File: src/sv/c3q_ram.sv
// Generic single-port-write, one-read RAM with registered read data.
// No dependencies.
module c3q_ram #(
   parameter int Width = 8,
   parameter int Depth = 16
) (
   input  logic                     clock,
   input  logic                     wr_en,
   input  logic [$clog2(Depth)-1:0] wr_addr,
   input  logic [Width-1:0]         wr_data,
   input  logic [$clog2(Depth)-1:0] rd_addr,
   output logic [Width-1:0]         rd_data
);
   logic [Width-1:0] mem [Depth];

   always_ff @(posedge clock) begin
      if (wr_en) begin
         mem[wr_addr] <= wr_data;
      end
      rd_data <= mem[rd_addr];
   end
endmodule

File: config.mk
export PLATFORM = sky130hd
export DESIGN_NAME = c3q_ram
export DESIGN_NICKNAME = d
export VERILOG_FILES = /design/src/sv/c3q_ram.sv
export SDC_FILE = /design/constraint.sdc
export NUM_CORES = 1
export LEC_CHECK = 0
export BUFFER_PORTS_ARGS = -buffer_cell sky130_fd_sc_hd__buf_4
export CAP_MARGIN = 20
export CORE_MARGIN = 3
export CORE_UTILIZATION = 54
export CTS_CLUSTER_DIAMETER = 150
export DETAILED_ROUTE_END_ITERATION = 8
export PLACE_DENSITY = 0.77
export SLEW_MARGIN = 20
export SYNTH_ARGS = -nofsm -noshare
export SYNTH_HDL_FRONTEND = slang
export SYNTH_SLANG_ARGS = --single-unit
File: constraint.sdc
create_clock -name clock -period 1.6 [get_ports clock]
set_input_delay 0 -clock clock [delete_from_list [all_inputs] [get_ports clock]]
set_output_delay 0 -clock clock [all_outputs]
set_load 0.005 [all_outputs]
==> metrics <==
Cell variety after synth 19; synth top area cells edfxtp_1 75%, mux4_2 7.9%, mux4_1 7.1%, dfxtp_1 3.1%, a22oi_1 2.3%; Row Count 34; status finished clean; Final period util 88.5%; Die ar. 10700 um^2; IO Pins 26; leakage power 0.00219 uW; crit start category flop; number of DRC markers in iteration 0 276; power share of the clock group 47.5%; H-tree level count 4; Initial Utilization 57.3%; Synth top area share 74.7%; dpl ws 0.180 ns; hold slack 0.0449 ns; vias per std cell 5.84; clock-pin slew on the worst setup and hold paths 0.06 ns; Worst Max-Slew Pin Slew 0.387 ns; synthesized area 5150 um^2; Reg2Reg Depth 3; RD Place Congestion 0.727; Die W 104 um; Setup Crit Path Kind reg -> reg; final setup fails 0; Crit path required time 2.00 ns; Crit path depth 3; final instance area 6340 um^2; hold buffers post-CTS 11; power density over the cells 1330 nW/um^2; type of the most critical hold path in -> reg; Max-slew headroom 74.2%; TNS Setup 0 ns; Worst-Skew Late Latency 0.52 ns; layout cell share with drive strength beyond 1 31.6%; GRT Util Overall 20.3%; CP Max Fanout 1; sequential power share 47.5%; global-route wire length before repair 15800 um; sw power 1700 uW; via count 2548; post_cts resized 0; post-synthesis register bit count 136; Final Hold Vio Count 0; Comb pwr share 5.0%; CTS buffer count 17; Final Max Tran Viols 0; Max Clock Skew 0.00694 ns; fin crit period 1.42 ns; Placed Area 5620 um^2; CP arrival 1.82 ns; crit-path leading delay family multiplexers; number of setup buffers added after CTS 0; initial antenna violation count 0; Critical Path Max Stage Delay 0.53 ns; total gr overflow 0; synthesized netlist cell count 229; root buf cell clkbuf_8; IO buf count 25; Clock Path Buffers 2; Final ANT Viol Nets 0; final setup margin 0.184 ns; register area share after synthesis 77.8%; area grow syn2layout 23.2%; clock sinks 136; post-detail-place hpwl 6000 um; DRC 0; drt total wl 10200 um; crit path capture type flop; Chip Height 104 um; wire per inst 23.3 um; maximum VDD drop 1030 uV; Synth Net Count 247; worst path cell trace mux4_1, a22oi_1, nand2_1; TritonCTS clock tree built; hold path depth 5; vias in the first global route 2686; ant diodes 0; RSZ-0062 raised after global routing false; Net Sw Frac 20.2%; CORE AREA 8980 um^2; max-cap viol count 0; synthesized area per cell 22.5 um^2; Pre-antenna DRT Iters 5; WP buf/inv 0; Synth warnings 0; Pint 6730 uW; largest net degree at the start of global routing 18; Max Clock Freq 706 MHz; Crit-path slowest cell mux4_1; nets 315; post-synth top area cell edfxtp_1
## cell usage in the layout (no fill, tap or decap), drive strengths merged
| cell type | Yosys | final |
|---|---|---|
| edfxtp | 128 | 128 |
| buf | 7 | 48 |
| mux4 | 32 | 32 |
| clkbuf | 0 | 17 |
| a22oi | 16 | 16 |
| nor2 | 13 | 13 |
| dlygate4sd3 | 0 | 11 |
| nand2 | 9 | 9 |
| dfxtp | 8 | 8 |
| nor3 | 4 | 4 |
| bufinv | 0 | 4 |
| clkinvlp | 0 | 4 |
| inv | 0 | 4 |
| clkinv | 0 | 3 |
| nand3b | 2 | 2 |
| nand2b | 2 | 2 |
| nor2b | 1 | 1 |
| and2 | 1 | 1 |
| and2b | 1 | 1 |
| nand3 | 1 | 1 |
| or3b | 1 | 1 |
## routing by layer
layer	GRT usage, %	wire length (um)
met5	0	0
met4	7.22	196
met3	5.53	654
met2	32.9	5280
met1	26.7	4050
## stage by stage
| stage | total power [uW] | utilization (%) | instances |
|---|---|---|---|
| after CTS | 8490 | 70.6 | 436 |
| after global placement | 4460 | 62.6 | 393 |
| after floorplan | 4280 | - | 229 |
| after global routing | 8680 | 70.6 | 436 |
| final | 8430 | 70.6 | 436 |
| after detailed placement | 4480 | 62.6 | 393 |
## layout make-up
| class | instances | area [um^2] |
|---|---|---|
| Fill cell | 528 | 2640 |
| Clock buffer | 17 | 414 |
| Multi-Input combinational cell | 83 | 1060 |
| Sequential cell | 136 | 4000 |
| Clock inverter | 15 | 199 |
| Timing Repair Buffer | 59 | 508 |
| Tap cell | 126 | 158 |
## Yosys cell counts
cell type and number:
a22oi_1 16, buf_2 3, nand2_1 9, and2_1 1
nor2b_1 1, and2b_1 1, mux4_1 14, or3b_2 1
nand2b_1 2, nor2_1 13, clkdlybuf4s25_2 3, buf_4 1
nand3b_1 2, buf_6 3, mux4_2 18, nor3_1 4
dfxtp_1 8, nand3_1 1, edfxtp_1 128
## path summary, 6_finish.rpt
kind,startpoint,to,slack (ns)
max reg2reg,mem[1][5]$_DFFE_PP_,rd_data[5]$_DFF_P_,0.18
min reg2reg,mem[14][5]$_DFFE_PP_,rd_data[5]$_DFF_P_,0.66
max,mem[1][5]$_DFFE_PP_,rd_data[5]$_DFF_P_,0.18
min,rd_addr[3],rd_data[4]$_DFF_P_,0.04
## flip-flops by register name, indices dropped and copies added (netlist names)
name / cells
mem: 128
rd_data: 8
## cells by family after synthesis
| group | count (synthesis) | synth area share, % |
|---|---|---|
| simple gates | 35 | 3.18 |
| flops | 136 | 77.8 |
| mux | 32 | 15.0 |
| compound gates | 16 | 2.33 |
| buf+inv | 10 | 1.68 |
## worst reg2reg max path, stage by stage (launching register included)
cell and delay, ns:
edfxtp_1 0.37, mux4_1 0.53, a22oi_1 0.32, nand2_1 0.08
## power groups by stage
| stage | Combinational, uW | Clock, uW | Sequential (uW) |
|---|---|---|---|
| after global placement | 388 | 0 | 4070 |
| after detailed placement | 400 | 0 | 4080 |
| after CTS | 426 | 4060 | 4010 |
| after floorplan | 202 | 0 | 4080 |
| final | 421 | 4000 | 4010 |
| after global routing | 455 | 4210 | 4010 |
Power figures use the tool's default switching activity.
